File: config.mk
export PLATFORM = sky130hd
export DESIGN_NAME = code128b_symbol_encoder_top
export DESIGN_NICKNAME = d
export VERILOG_FILES = /design/src/sv/c128b_pkg.sv /design/src/sv/c128b_front.sv /design/src/sv/c128b_queue.sv /design/src/sv/c128b_back.sv /design/src/sv/code128b_symbol_encoder_top.sv
export SDC_FILE = /design/constraint.sdc
export NUM_CORES = 1
export LEC_CHECK = 0
export BUFFER_PORTS_ARGS = -buffer_cell sky130_fd_sc_hd__buf_4
export CORE_MARGIN = 2
export CORE_UTILIZATION = 41
export DETAILED_ROUTE_END_ITERATION = 10
export PLACE_DENSITY = 0.64
export SETUP_SLACK_MARGIN = 0.2
export SLEW_MARGIN = 20
export SYNTH_ARGS = -nofsm -noshare
export SYNTH_HDL_FRONTEND = slang
export SYNTH_SLANG_ARGS = --single-unit
File: constraint.sdc
create_clock -name clk -period 10.8 [get_ports clk]
set_input_delay 0.54 -clock clk [delete_from_list [all_inputs] [get_ports clk]]
set_output_delay 0.54 -clock clk [all_outputs]
set_load 0.01 [all_outputs]
File: src/sv/c128b_pkg.sv
// Package: shared types, constants, pattern table and checksum helpers.
`default_nettype none

package c128b_pkg;

  localparam int unsigned MODULUS   = 103;
  localparam int unsigned START_B   = 104;
  localparam int unsigned STOP_VAL  = 106;
  localparam int unsigned CHAR_LO   = 32;
  localparam int unsigned CHAR_HI   = 127;
  localparam int unsigned VALUE_W   = 7;
  localparam int unsigned PATTERN_W = 11;
  localparam int unsigned PROD_W    = 2 * VALUE_W;
  localparam int unsigned HI_DEPTH  = 2 ** VALUE_W;
  localparam int unsigned HI_STEP   = HI_DEPTH - MODULUS;
  localparam int unsigned ROM_DEPTH = STOP_VAL + 1;

  typedef logic [VALUE_W-1:0]   value_t;
  typedef logic [PATTERN_W-1:0] pattern_t;
  typedef logic [PROD_W-1:0]    prod_t;

  typedef enum logic [1:0] {
    KIND_START = 2'd0,
    KIND_DATA  = 2'd1,
    KIND_CHECK = 2'd2,
    KIND_STOP  = 2'd3
  } kind_t;

  typedef struct packed {
    logic   bad;
    logic   start;
    logic   last;
    value_t value;
    prod_t  prod;
  } entry_t;

  localparam pattern_t PATTERN_ROM [ROM_DEPTH] = '{
    11'h6CC, 11'h66C, 11'h666, 11'h498, 11'h48C, 11'h44C, 11'h4C8, 11'h4C4, 11'h464, 11'h648,
    11'h644, 11'h624, 11'h59C, 11'h4DC, 11'h4CE, 11'h5CC, 11'h4EC, 11'h4E6, 11'h672, 11'h65C,
    11'h64E, 11'h6E4, 11'h674, 11'h76E, 11'h74C, 11'h72C, 11'h726, 11'h764, 11'h734, 11'h732,
    11'h6D8, 11'h6C6, 11'h636, 11'h518, 11'h458, 11'h446, 11'h588, 11'h468, 11'h462, 11'h688,
    11'h628, 11'h622, 11'h5B8, 11'h58E, 11'h46E, 11'h5D8, 11'h5C6, 11'h476, 11'h776, 11'h68E,
    11'h62E, 11'h6E8, 11'h6E2, 11'h6EE, 11'h758, 11'h746, 11'h716, 11'h768, 11'h762, 11'h71A,
    11'h77A, 11'h642, 11'h78A, 11'h530, 11'h50C, 11'h4B0, 11'h486, 11'h42C, 11'h426, 11'h590,
    11'h584, 11'h4D0, 11'h4C2, 11'h434, 11'h432, 11'h612, 11'h650, 11'h7BA, 11'h614, 11'h47A,
    11'h53C, 11'h4BC, 11'h49E, 11'h5E4, 11'h4F4, 11'h4F2, 11'h7A4, 11'h794, 11'h792, 11'h6DE,
    11'h6F6, 11'h7B6, 11'h578, 11'h51E, 11'h45E, 11'h5E8, 11'h5E2, 11'h7A8, 11'h7A2, 11'h5DE,
    11'h5EE, 11'h75E, 11'h7AE, 11'h684, 11'h690, 11'h69C, 11'h63A
  };

  typedef value_t hi_tab_t [HI_DEPTH];

  function automatic hi_tab_t build_hi_tab();
    hi_tab_t     t;
    int unsigned acc;
    acc = 0;
    for (int i = 0; i < HI_DEPTH; i++) begin
      t[i] = VALUE_W'(acc);
      acc  = acc + HI_STEP;
      if (acc >= MODULUS) acc = acc - MODULUS;
    end
    return t;
  endfunction

  // (i * 128) mod 103 for each upper half of a product
  localparam hi_tab_t HI_MOD = build_hi_tab();

  function automatic pattern_t pattern_of(value_t v);
    pattern_t p;
    p = '0;
    if (v <= VALUE_W'(STOP_VAL)) p = PATTERN_ROM[v];
    return p;
  endfunction

  // (sum + prod) mod 103, sum already reduced
  function automatic value_t mod_add(value_t sum, prod_t prod);
    logic [VALUE_W:0] r;
    logic [VALUE_W:0] s;
    r = {1'b0, HI_MOD[prod[PROD_W-1:VALUE_W]]} + {1'b0, prod[VALUE_W-1:0]};
    if (r >= (VALUE_W+1)'(MODULUS)) r = r - (VALUE_W+1)'(MODULUS);
    if (r >= (VALUE_W+1)'(MODULUS)) r = r - (VALUE_W+1)'(MODULUS);
    s = {1'b0, sum} + r;
    if (s >= (VALUE_W+1)'(MODULUS)) s = s - (VALUE_W+1)'(MODULUS);
    return s[VALUE_W-1:0];
  endfunction

endpackage

`default_nettype wire

File: src/sv/c128b_front.sv
// Front end: accept characters, classify them, track run position and weight.
`default_nettype none

module c128b_front (
  input  wire logic              clk,
  input  wire logic              rst,
  input  wire logic              in_valid,
  output logic                   in_stall,
  input  wire logic [7:0]        character,
  input  wire logic              last_char,
  input  wire logic              full,
  output logic                   push,
  output c128b_pkg::entry_t      push_data
);

  logic                in_run;
  c128b_pkg::value_t   weight;
  c128b_pkg::value_t   weight_use;
  c128b_pkg::value_t   weight_next;
  logic                bad;

  always_comb begin
    in_stall    = full;
    push        = in_valid && !full;
    bad         = (character < 8'(c128b_pkg::CHAR_LO)) || (character > 8'(c128b_pkg::CHAR_HI));
    weight_use  = in_run ? weight : c128b_pkg::VALUE_W'(1);
    weight_next = (weight_use == c128b_pkg::VALUE_W'(c128b_pkg::MODULUS - 1)) ?
                  '0 : weight_use + c128b_pkg::VALUE_W'(1);
    push_data.bad   = bad;
    push_data.start = !bad && !in_run;
    push_data.last  = last_char;
    push_data.value = c128b_pkg::VALUE_W'(character - 8'(c128b_pkg::CHAR_LO));
    push_data.prod  = {{c128b_pkg::VALUE_W{1'b0}}, push_data.value} *
                      {{c128b_pkg::VALUE_W{1'b0}}, weight_use};
  end

  always_ff @(posedge clk) begin
    if (rst) begin
      in_run <= 1'b0;
      weight <= c128b_pkg::VALUE_W'(1);
    end else if (push) begin
      if (bad || last_char) begin
        in_run <= 1'b0;
        weight <= c128b_pkg::VALUE_W'(1);
      end else begin
        in_run <= 1'b1;
        weight <= weight_next;
      end
    end
  end

endmodule

`default_nettype wire

File: src/sv/c128b_queue.sv
// Queue: short FIFO of classified items between front and back.
`default_nettype none

module c128b_queue #(
  parameter int unsigned DEPTH = 4
) (
  input  wire logic               clk,
  input  wire logic               rst,
  input  wire logic               push,
  input  wire c128b_pkg::entry_t  push_data,
  input  wire logic               pop,
  output c128b_pkg::entry_t       head,
  output logic                    empty,
  output logic                    full
);

  localparam int unsigned PTR_W = (DEPTH > 1) ? $clog2(DEPTH) : 1;
  localparam int unsigned CNT_W = $clog2(DEPTH + 1);
  localparam logic [PTR_W-1:0] LAST_IDX = PTR_W'(DEPTH - 1);

  c128b_pkg::entry_t  mem [DEPTH];
  logic [PTR_W-1:0]   wr_ptr;
  logic [PTR_W-1:0]   rd_ptr;
  logic [CNT_W-1:0]   count;

  always_comb begin
    empty = (count == '0);
    full  = (count == CNT_W'(DEPTH));
    head  = mem[rd_ptr];
  end

  always_ff @(posedge clk) begin
    if (push) mem[wr_ptr] <= push_data;
  end

  always_ff @(posedge clk) begin
    if (rst) begin
      wr_ptr <= '0;
      rd_ptr <= '0;
      count  <= '0;
    end else begin
      if (push) wr_ptr <= (wr_ptr == LAST_IDX) ? '0 : wr_ptr + PTR_W'(1);
      if (pop)  rd_ptr <= (rd_ptr == LAST_IDX) ? '0 : rd_ptr + PTR_W'(1);
      case ({push, pop})
        2'b10:   count <= count + CNT_W'(1);
        2'b01:   count <= count - CNT_W'(1);
        default: count <= count;
      endcase
    end
  end

endmodule

`default_nettype wire

File: src/sv/c128b_back.sv
// Back end: sequence start, data, check and stop symbols into the output register.
`default_nettype none

module c128b_back (
  input  wire logic               clk,
  input  wire logic               rst,
  input  wire logic               empty,
  input  wire c128b_pkg::entry_t  head,
  output logic                    pop,
  output logic                    out_valid,
  input  wire logic               out_stall,
  output logic [10:0]             bar_pattern,
  output logic [6:0]              symbol_value,
  output logic [1:0]              symbol_kind,
  output logic                    run_done,
  output logic                    bad_char
);

  typedef enum logic [3:0] {
    PH_FIRST = 4'b0001,
    PH_DATA  = 4'b0010,
    PH_CHECK = 4'b0100,
    PH_STOP  = 4'b1000
  } phase_t;

  phase_t               phase;
  phase_t               phase_next;
  c128b_pkg::value_t    sum;
  c128b_pkg::value_t    sum_next;
  logic                 load;
  logic                 data_now;
  c128b_pkg::value_t    o_value;
  c128b_pkg::kind_t     o_kind;
  logic                 o_done;
  logic                 o_bad;

  always_comb begin
    load       = !empty && (!out_valid || !out_stall);
    pop        = 1'b0;
    phase_next = phase;
    sum_next   = sum;
    data_now   = 1'b0;
    o_value    = '0;
    o_kind     = c128b_pkg::KIND_DATA;
    o_done     = 1'b0;
    o_bad      = 1'b0;
    unique case (phase)
      PH_FIRST: begin
        if (head.start) begin
          o_value    = c128b_pkg::VALUE_W'(c128b_pkg::START_B);
          o_kind     = c128b_pkg::KIND_START;
          sum_next   = c128b_pkg::VALUE_W'(c128b_pkg::START_B - c128b_pkg::MODULUS);
          phase_next = PH_DATA;
        end else begin
          data_now = 1'b1;
        end
      end
      PH_DATA: data_now = 1'b1;
      PH_CHECK: begin
        o_value    = sum;
        o_kind     = c128b_pkg::KIND_CHECK;
        phase_next = PH_STOP;
      end
      PH_STOP: begin
        o_value    = c128b_pkg::VALUE_W'(c128b_pkg::STOP_VAL);
        o_kind     = c128b_pkg::KIND_STOP;
        o_done     = 1'b1;
        pop        = load;
        phase_next = PH_FIRST;
      end
      default: phase_next = PH_FIRST;
    endcase
    if (data_now) begin
      o_kind = c128b_pkg::KIND_DATA;
      if (head.bad) begin
        o_bad      = 1'b1;
        o_done     = 1'b1;
        pop        = load;
        phase_next = PH_FIRST;
      end else begin
        o_value  = head.value;
        sum_next = c128b_pkg::mod_add(sum, head.prod);
        if (head.last) begin
          phase_next = PH_CHECK;
        end else begin
          pop        = load;
          phase_next = PH_FIRST;
        end
      end
    end
  end

  always_ff @(posedge clk) begin
    if (rst) begin
      phase     <= PH_FIRST;
      sum       <= '0;
      out_valid <= 1'b0;
    end else begin
      if (load) begin
        phase     <= phase_next;
        sum       <= sum_next;
        out_valid <= 1'b1;
      end else if (!out_stall) begin
        out_valid <= 1'b0;
      end
    end
  end

  always_ff @(posedge clk) begin
    if (load) begin
      bar_pattern  <= o_bad ? '0 : c128b_pkg::pattern_of(o_value);
      symbol_value <= o_value;
      symbol_kind  <= o_kind;
      run_done     <= o_done;
      bad_char     <= o_bad;
    end
  end

endmodule

`default_nettype wire

File: src/sv/code128b_symbol_encoder_top.sv
// Top level: Code 128 set B encoder, front end, item queue and symbol back end.
// The first result of an item passes through its queue entry and then the back end's output register.
// Throughput: one input transfer per cycle while the queue has room; the back end
// sends one result per cycle while an item waits and out_stall is low, one to four per item (start, data, check, stop).
// The back end's single output register sets the sustained rate of the block.
// Reset (rst, synchronous): empties the queue, drops any open run, clears out_valid.
`default_nettype none

module code128b_symbol_encoder_top #(
  parameter int unsigned QUEUE_DEPTH = 4
) (
  input  wire logic        clk,
  input  wire logic        rst,
  input  wire logic        in_valid,
  output logic             in_stall,
  input  wire logic [7:0]  character,
  input  wire logic        last_char,
  output logic             out_valid,
  input  wire logic        out_stall,
  output logic [10:0]      bar_pattern,
  output logic [6:0]       symbol_value,
  output logic [1:0]       symbol_kind,
  output logic             run_done,
  output logic             bad_char
);

  logic               q_push;
  logic               q_pop;
  logic               q_empty;
  logic               q_full;
  c128b_pkg::entry_t  q_in;
  c128b_pkg::entry_t  q_head;

  c128b_front u_front (
    .clk       (clk),
    .rst       (rst),
    .in_valid  (in_valid),
    .in_stall  (in_stall),
    .character (character),
    .last_char (last_char),
    .full      (q_full),
    .push      (q_push),
    .push_data (q_in)
  );

  c128b_queue #(
    .DEPTH (QUEUE_DEPTH)
  ) u_queue (
    .clk       (clk),
    .rst       (rst),
    .push      (q_push),
    .push_data (q_in),
    .pop       (q_pop),
    .head      (q_head),
    .empty     (q_empty),
    .full      (q_full)
  );

  c128b_back u_back (
    .clk          (clk),
    .rst          (rst),
    .empty        (q_empty),
    .head         (q_head),
    .pop          (q_pop),
    .out_valid    (out_valid),
    .out_stall    (out_stall),
    .bar_pattern  (bar_pattern),
    .symbol_value (symbol_value),
    .symbol_kind  (symbol_kind),
    .run_done     (run_done),
    .bad_char     (bad_char)
  );

endmodule

`default_nettype wire

Word-level counts from Yosys, hierarchy flattened --
Memory sizes are Yosys's and may differ from the RTL's. A register that Yosys moved wholly into a read port is not among the register bits. Index checks and enable logic that the tools add are counted.
Operators by class: multiplexer cells 48, multipliers 1, $lt $le $gt $ge 7, equal/unequal tests 13, reductions and logical operators 16, bitwise logic cells 3, add/subtract/negate cells 11
Operators by type and width (count):
- 7-bit 2-to-1 mux | 13
- 8-bit 2-to-1 mux | 6
- 8-bit by 7-bit greater-or-equal comparator with 1-bit output, second input constant | 3
- 7-bit one-hot mux with 3 select lines | 1
- 1-bit 2-to-1 mux | 16
- 7-bit NOT with 8-bit output | 2
- 8-bit by 7-bit subtractor with 8-bit output, second input constant | 2
- 7-bit by 7-bit multiplier with 14-bit output | 1
- 4-bit 2-to-1 mux | 3
- 4-bit one-hot mux with 3 select lines | 1
- 7-bit by 7-bit adder with 8-bit output | 1
- 7-bit by 8-bit adder with 8-bit output | 1
- 8-bit greater-or-equal comparator, second input constant | 1
- 8-bit by 7-bit greater-than comparator with 1-bit output, second input constant | 1
- 8-bit by 6-bit less-than comparator with 1-bit output, second input constant | 1
- 2-bit 2-to-1 mux | 4
- 7-bit by 1-bit adder with 7-bit output, second input constant | 1
- 7-bit == test, second input constant | 1
- 7-bit less-or-equal comparator, second input constant | 1
- 7-bit by 6-bit subtractor with 7-bit output, second input constant | 1
- 7-bit subtractor, second input constant | 1
- 2-bit == test, second input constant | 3
- 1-bit zero test | 6
- 2-bit one-hot mux with 3 select lines | 1
- other kinds (21) | 27
Storage, ports and cells: bits in writable memories 96, output and inout port bits 24, bits in read-only memories 2304, input bits 13, memories 3, flip-flop bits (word level) 38, word-level logic and storage cells 114
Memory list:
- (name not given) | words 128, bits a word 11, read ports 1, clocked after memory_dff 1, wr ports 0, line c128b_pkg.sv:71 | if (v <= VALUE_W'(STOP_VAL)) p = PATTERN_ROM[v];
- (name not given) | words 128, bits a word 7, read ports 1, clocked after memory_dff 0, wr ports 0, line c128b_pkg.sv:79 | r = {1'b0, HI_MOD[prod[PROD_W-1:VALUE_W]]} + {1'b0, prod[VALUE_W-1:0]};
- u_queue.mem | words 4, bits a word 24, read ports 1, clocked after memory_dff 1, wr ports 1, line c128b_queue.sv:21 | c128b_pkg::entry_t mem [DEPTH];

Depth between registers and ports, before layout --
Gate-level depths: netlist of the first run.
depth in word-level cells 18, depth in mapped cells 45, mapped depth without buffers 41

By module --
A second synthesis of the first run with hierarchy kept.
Second synthesis, totals: cells, all modules 1235, area total of the unflattened synthesis 11728.7 µm²
By module, submodules not included:
- c128b_back | cells each 808, area an instance 5625.4 µm², times used 1, sequential area each 860.8 µm²
- c128b_queue | cells each 174, area an instance 3951.3 µm², times used 1, sequential area each 3062.9 µm²
- c128b_front | cells each 253, area an instance 2152.1 µm², times used 1, sequential area each 160.2 µm²

Worst setup path before layout of the first run --
Ideal clock, no wire load.
path kind register to register, start point register (tool-made name), end point register u_back.sum[5], arrival 8.240 ns, setup slack 2.443 ns, stages on the path, launching flop included 38, path buffers 3, setup time 0.117 ns, clock period less this slack 8.357 ns, data required time 10.683 ns, cell sequence dfxtp_1 -> buf_2 -> buf_1 -> mux4_2 -> clkbuf_1 -> ha_1 -> nand2b_1 -> o21ai_0 -> a21oi_1 -> a21oi_1 -> a311oi_1 -> a21oi_1 -> mux2_2 -> fa_1 -> nand2b_1 -> a2111o_1 -> o211ai_2 -> o2111a_2 -> [2 not listed] -> ha_1 -> and3_1 -> mux2_2 -> a211oi_1 -> o22ai_2 -> xor2_1 -> ha_1 -> inv_1 -> fa_1 -> xnor2_1 -> nand2_1 -> a21bo_2 -> a221oi_1 -> nand3b_1 -> o311ai_1 -> o311ai_1 -> xor2_1 -> a22o_1
RTL lines:
- end signal, assigned | line c128b_back.sv:101 | sum <= sum_next;
- end, declared | line c128b_back.sv:28 | c128b_pkg::value_t sum;

==> impl_metrics.py, run 1 <==
metrics = {
    "status": {
        "status": "completed",
    },
    "global_routing": {
        "grt_pass1_wl_um": 47400,
        "grt_start_max_net_pins": 41,
        "grt_pass1_vias": 9249,
        "grt-ovfl-total": 0,
        "grt_usage": 0.202,
        "antenna_found_initial": 0,
    },
    "timing": {
        "rsz0062_at_grt": "no",
        "setup_viol_count_final": 0,
        "post-route-min-period_ps": 9580,
        "final.setup_skew_ps": 15.2,
        "setup_slack_ps": 1220,
        "fin_crit_sh": 0.887,
        "slew-limit-headroom": 0.302,
        "fmax_ghz": 0.104,
        "tightest_slew_ps": 1030,
        "fin_tns_setup_ps": 0,
        "slew_violations": 0,
        "hold_viol": 0,
    },
    "placement": {
        "place_inst": 1599,
        "portBuffers": 35,
        "gp_congestion": 0.916,
        "dp_hpwl_um": 19900,
        "dp_slack_ps": 1370,
    },
    "die": {
        "coreArea_um2": 27700,
        "start_util": 0.416,
        "die_w_um": 172,
        "dieArea_um2": 29500,
        "io_pins": 37,
        "fp.dieH_um": 172,
        "rows": 61,
    },
    "setup_path": {
        "cp-end-kind": "register",
        "crit_family": "compound AO/OA/AOI/OAI gates",
        "max_stage_delay_ps": 670,
        "worstPathArrival_ps": 9900,
        "cp-start-kind": "register",
        "crit_required_ps": 11120,
        "cp_slowest_cell": "dfxtp_1",
        "critPathKind": "reg -> reg",
        "path_buf_inv": 5,
        "path_max_fanout": 14,
    },
    "clock_network": {
        "htreeDepth": 4,
        "postCtsHoldBufs": 0,
        "cts-root-buf": "clkbuf_16",
        "cts_resized": 0,
        "cts_buffers": 17,
        "clockBufferDepth": 2,
        "insertion_delay_ps": 440,
        "cts_tree": "built",
        "cts_sinks": 146,
        "clk_pin_slew_ps": 70,
        "cts_setup_buffers": 0,
    },
    "route": {
        "dr.pass1.iters": 8,
        "drtIter0Drc": 960,
        "vias": 9629,
        "avgViaCountPerCell": 5.90,
        "ant_nets": 0,
        "post_drt_wl_per_cell_um": 17.7,
        "drcViolationCount": 0,
        "routed_wl_um": 28800,
    },
    "layout": {
        "register_area_um2": 4100,
        "fillCellCount": 2590,
        "layout.nets": 1356,
        "drive_gt1_frac": 0.119,
        "fin_util": 0.458,
        "antennaDiodeCount": 0,
        "layout_common_cells": "nand2_1, edfxtp_1, nor2_1, a21oi_1, o21ai_0",
        "final_common_cell": "nand2_1",
        "multi_input_area_um2": 6820,
        "syn_to_final_growth_pct": 10.2,
        "finalNonFillerCells": 1632,
    },
    "synthesis": {
        "synth-async-reset-ratio": 0,
        "syn_area_um2": 11500,
        "ys_dominant_reg_cell": "edfxtp_1",
        "synthDistinctLibCells": 87,
        "ys_warn_count": 0,
        "synth_seq_area_share": 0.355,
        "synth_edf_count": 117,
        "yosysTopAreaCellShare": 0.305,
        "yosys.area.top_type": "edfxtp_1",
        "syn_inst": 1257,
        "ys_seq_elements": 146,
        "yosys-top-cells-area": "edfxtp_1, ha_1, dfxtp_1",
        "syn-num-nets": 1372,
        "synth_area_per_cell_um2": 9.17,
    },
    "worst_hold_path": {
        "holdCritPathClass": "in -> reg",
        "hp-start": "last_char",
    },
    "flow_run": {
        "drv_cap": 0,
    },
}
## metal layers
metal  vias to the layer above  track usage  share of wire
li1                       4586            -              -
met1                      4559        0.269           0.43
met2                       427        0.329           0.48
met3                        57       0.0384          0.070
met4                         0       0.0700          0.023
met5                         -            0              0
## layout make-up
type,instances,area share
Timing Repair Buffer,52,0.0323
Clock inverter,15,0.0157
Inverter,74,0.0219
Clock buffer,17,0.0335
Sequential cell,146,0.322
Multi-Input combinational cell,950,0.537
Tap cell,378,0.0372
## per-stage QoR
step / area (µm²) / hold WS [ps]
floorplan: 11500 / 441
global placement: 12100 / 455
detailed placement: 12100 / 462
CTS: 12700 / 301
global route: 12700 / 297
finish: 12700 / 319
## cell usage after synthesis (17+ instances only)
cell      instances
a211oi_1         24
a21oi_1         101
a31oi_1          21
and3_1           22
buf_2            18
clkbuf_1         60
dfxtp_1          29
edfxtp_1        117
fa_1             27
ha_1             75
inv_1            71
mux4_2           21
nand2_1         138
nand3_1          31
nor2_1          116
nor3_1           24
o211ai_1         17
o21ai_0          77
xnor2_1          32
## flip-flops by register name, summed over array words and instances, names as in the netlist, named ones only
name                 cells
u_queue.mem             96
u_back.bar_pattern      10
u_back.sum               7
u_back.symbol_value      7
u_front.weight           7
u_back.phase             4
u_queue.count            3
u_back.symbol_kind       2
u_queue.rd_ptr           2
u_queue.wr_ptr           2
u_back.bad_char          1
u_back.out_valid         1
u_back.run_done          1
u_front.in_run           1
## final timing paths
kind / slack [ps] / endpoint / cells after the start
max reg2reg: 1220 / u_back.sum[5] / 36
max: 1220 / u_back.sum[5] / 36
min: 320 / u_queue.mem[3][21] / 1
min reg2reg: 470 / u_back.out_valid / 2
## kinds of logic after synthesis
logic type	synth area share
AOI/OAI and AO/OA	0.201
xor gates and xnor gates	0.0326
adders and majority gates	0.129
buffers and inverters	0.0560
DFF	0.355
muxes	0.0631
other	0.000325
and+or+nand+nor	0.163
Power of run 1 is not shown: default switching activity piles up to over one toggle a cycle in this logic, so the estimate is an artifact.
==> run 2: changes to the inputs <==
- CAP_MARGIN: default -> 30
- CORE_ASPECT_RATIO: default -> 1.1
==> impl_metrics.py, run 2 (synthesis gave the netlist of run 1 again) <==
metrics = {
    "setup_path": {
        "path_max_fanout": 14,
        "cp-start-kind": "register",
        "r2r_cells": 36,
        "rrSetupSlack_ps": 1250,
        "crit_family": "compound AO/OA/AOI/OAI gates",
        "worst-path-stages": 36,
        "critPathKind": "reg -> reg",
        "r2r_end": "u_back.sum[5]",
        "cp-end-kind": "register",
        "cp_slowest_cell": "mux4_2",
        "worstPathArrival_ps": 9860,
        "crit_required_ps": 11120,
        "path_buf_inv": 5,
        "max_stage_delay_ps": 700,
    },
    "clock_network": {
        "cts_tree": "built",
        "clockBufferDepth": 2,
        "clk_pin_slew_ps": 70,
        "postCtsHoldBufs": 0,
        "cts_sinks": 146,
        "htreeDepth": 4,
        "cts_resized": 0,
        "cts-root-buf": "clkbuf_16",
        "insertion_delay_ps": 430,
        "cts_buffers": 17,
        "cts_setup_buffers": 0,
    },
    "route": {
        "drcViolationCount": 0,
        "drtIter0Drc": 954,
        "routed_wl_um": 28700,
        "vias": 9674,
        "post_drt_wl_per_cell_um": 17.8,
        "avgViaCountPerCell": 5.98,
        "ant_nets": 0,
        "dr.pass1.iters": 5,
    },
    "global_routing": {
        "grt_start_max_net_pins": 41,
        "grt_pass1_vias": 9029,
        "grt_pass1_wl_um": 46800,
        "antenna_found_initial": 0,
        "grt_usage": 0.196,
        "grt-ovfl-total": 0,
    },
    "placement": {
        "dpl_cell_area_um2": 12000,
        "gp_congestion": 0.928,
        "dp_hpwl_um": 19900,
        "portBuffers": 35,
    },
    "flow_run": {
        "drv_cap": 0,
    },
    "layout": {
        "reg_top3": "u_queue.mem (96), u_back.bar_pattern (10)",
        "layout_common_cells": "nand2_1, edfxtp_1, nor2_1, a21oi_1, o21ai_0",
        "largest_reg_flops": 96,
        "antennaDiodeCount": 0,
        "syn_to_final_growth_pct": 10.1,
        "fillCellCount": 2636,
        "layout.nets": 1358,
        "multi_input_area_um2": 6820,
        "drive_gt1_frac": 0.120,
        "regMostFlops": "u_queue.mem",
        "final_common_cell": "nand2_1",
        "fin_util": 0.458,
        "register_area_um2": 4100,
        "final_area_um2": 12700,
    },
    "die": {
        "die_w_um": 164,
        "dieArea_um2": 29500,
        "start_util": 0.416,
        "coreArea_um2": 27700,
        "io_pins": 37,
        "rows": 64,
        "fp.dieH_um": 180,
    },
    "worst_hold_path": {
        "hp-start": "last_char",
        "holdCritPathClass": "in -> reg",
        "whs_endpoint": "u_queue.mem[2][21]",
        "hold_depth": 1,
    },
    "timing": {
        "fmax_ghz": 0.105,
        "tightest_slew_ps": 827,
        "setup_viol_count_final": 0,
        "hold_viol": 0,
        "rsz0062_at_grt": "no",
        "slew-limit-headroom": 0.448,
        "fin_tns_setup_ps": 0,
        "post-route-min-period_ps": 9550,
        "final.setup_skew_ps": 12.7,
        "fin_crit_sh": 0.884,
        "slew_violations": 0,
    },
    "status": {
        "status": "completed",
    },
}
## run 2: cell types whose count changed in the layout (fill, tap and decap cells not counted), sizes merged
cell,change
inv,+3
clkinv,-3
buf,+2
## run 2: how the worst max path moves through the flow
stage             start       endpoint  slack (ps)
6_report       register  u_back.sum[5]        1250
2_1_floorplan  register  u_back.sum[5]        2440
3_5_place_dp   register  u_back.sum[5]        1400
4_1_cts        register  u_back.sum[5]        1370
3_3_place_gp   register  u_back.sum[5]        1550
5_1_grt        register  u_back.sum[5]         620
## run 2: through the flow
| step | hold WS, ps | instances | worst slack, ps |
|---|---|---|---|
| 3_3_place_gp | 455 | 1584 | 1550 |
| 2_1_floorplan | 441 | 1257 | 2440 |
| 5_1_grt | 323 | 1619 | 621 |
| 4_1_cts | 318 | 1616 | 1370 |
| 3_5_place_dp | 465 | 1584 | 1400 |
| 6_report | 331 | 1619 | 1250 |
## run 2: metal layers
layer | track usage | vias up | wire length [µm]
li1 | - | 4594 | -
met5 | 0 | - | 0
met1 | 0.260 | 4615 | 12300
met2 | 0.329 | 396 | 14000
met4 | 0.0642 | 0 | 607
met3 | 0.0270 | 69 | 1830
## run 2: final cells by class
type	count	share of cell area
clock buffers	17	0.0335
multi-input cells	950	0.538
inverters	74	0.0219
flip-flops and latches	146	0.323
repair buffers	54	0.0331
well taps	363	0.0358
clock inverters	15	0.0153
Power of run 2 is left out for the same reason.
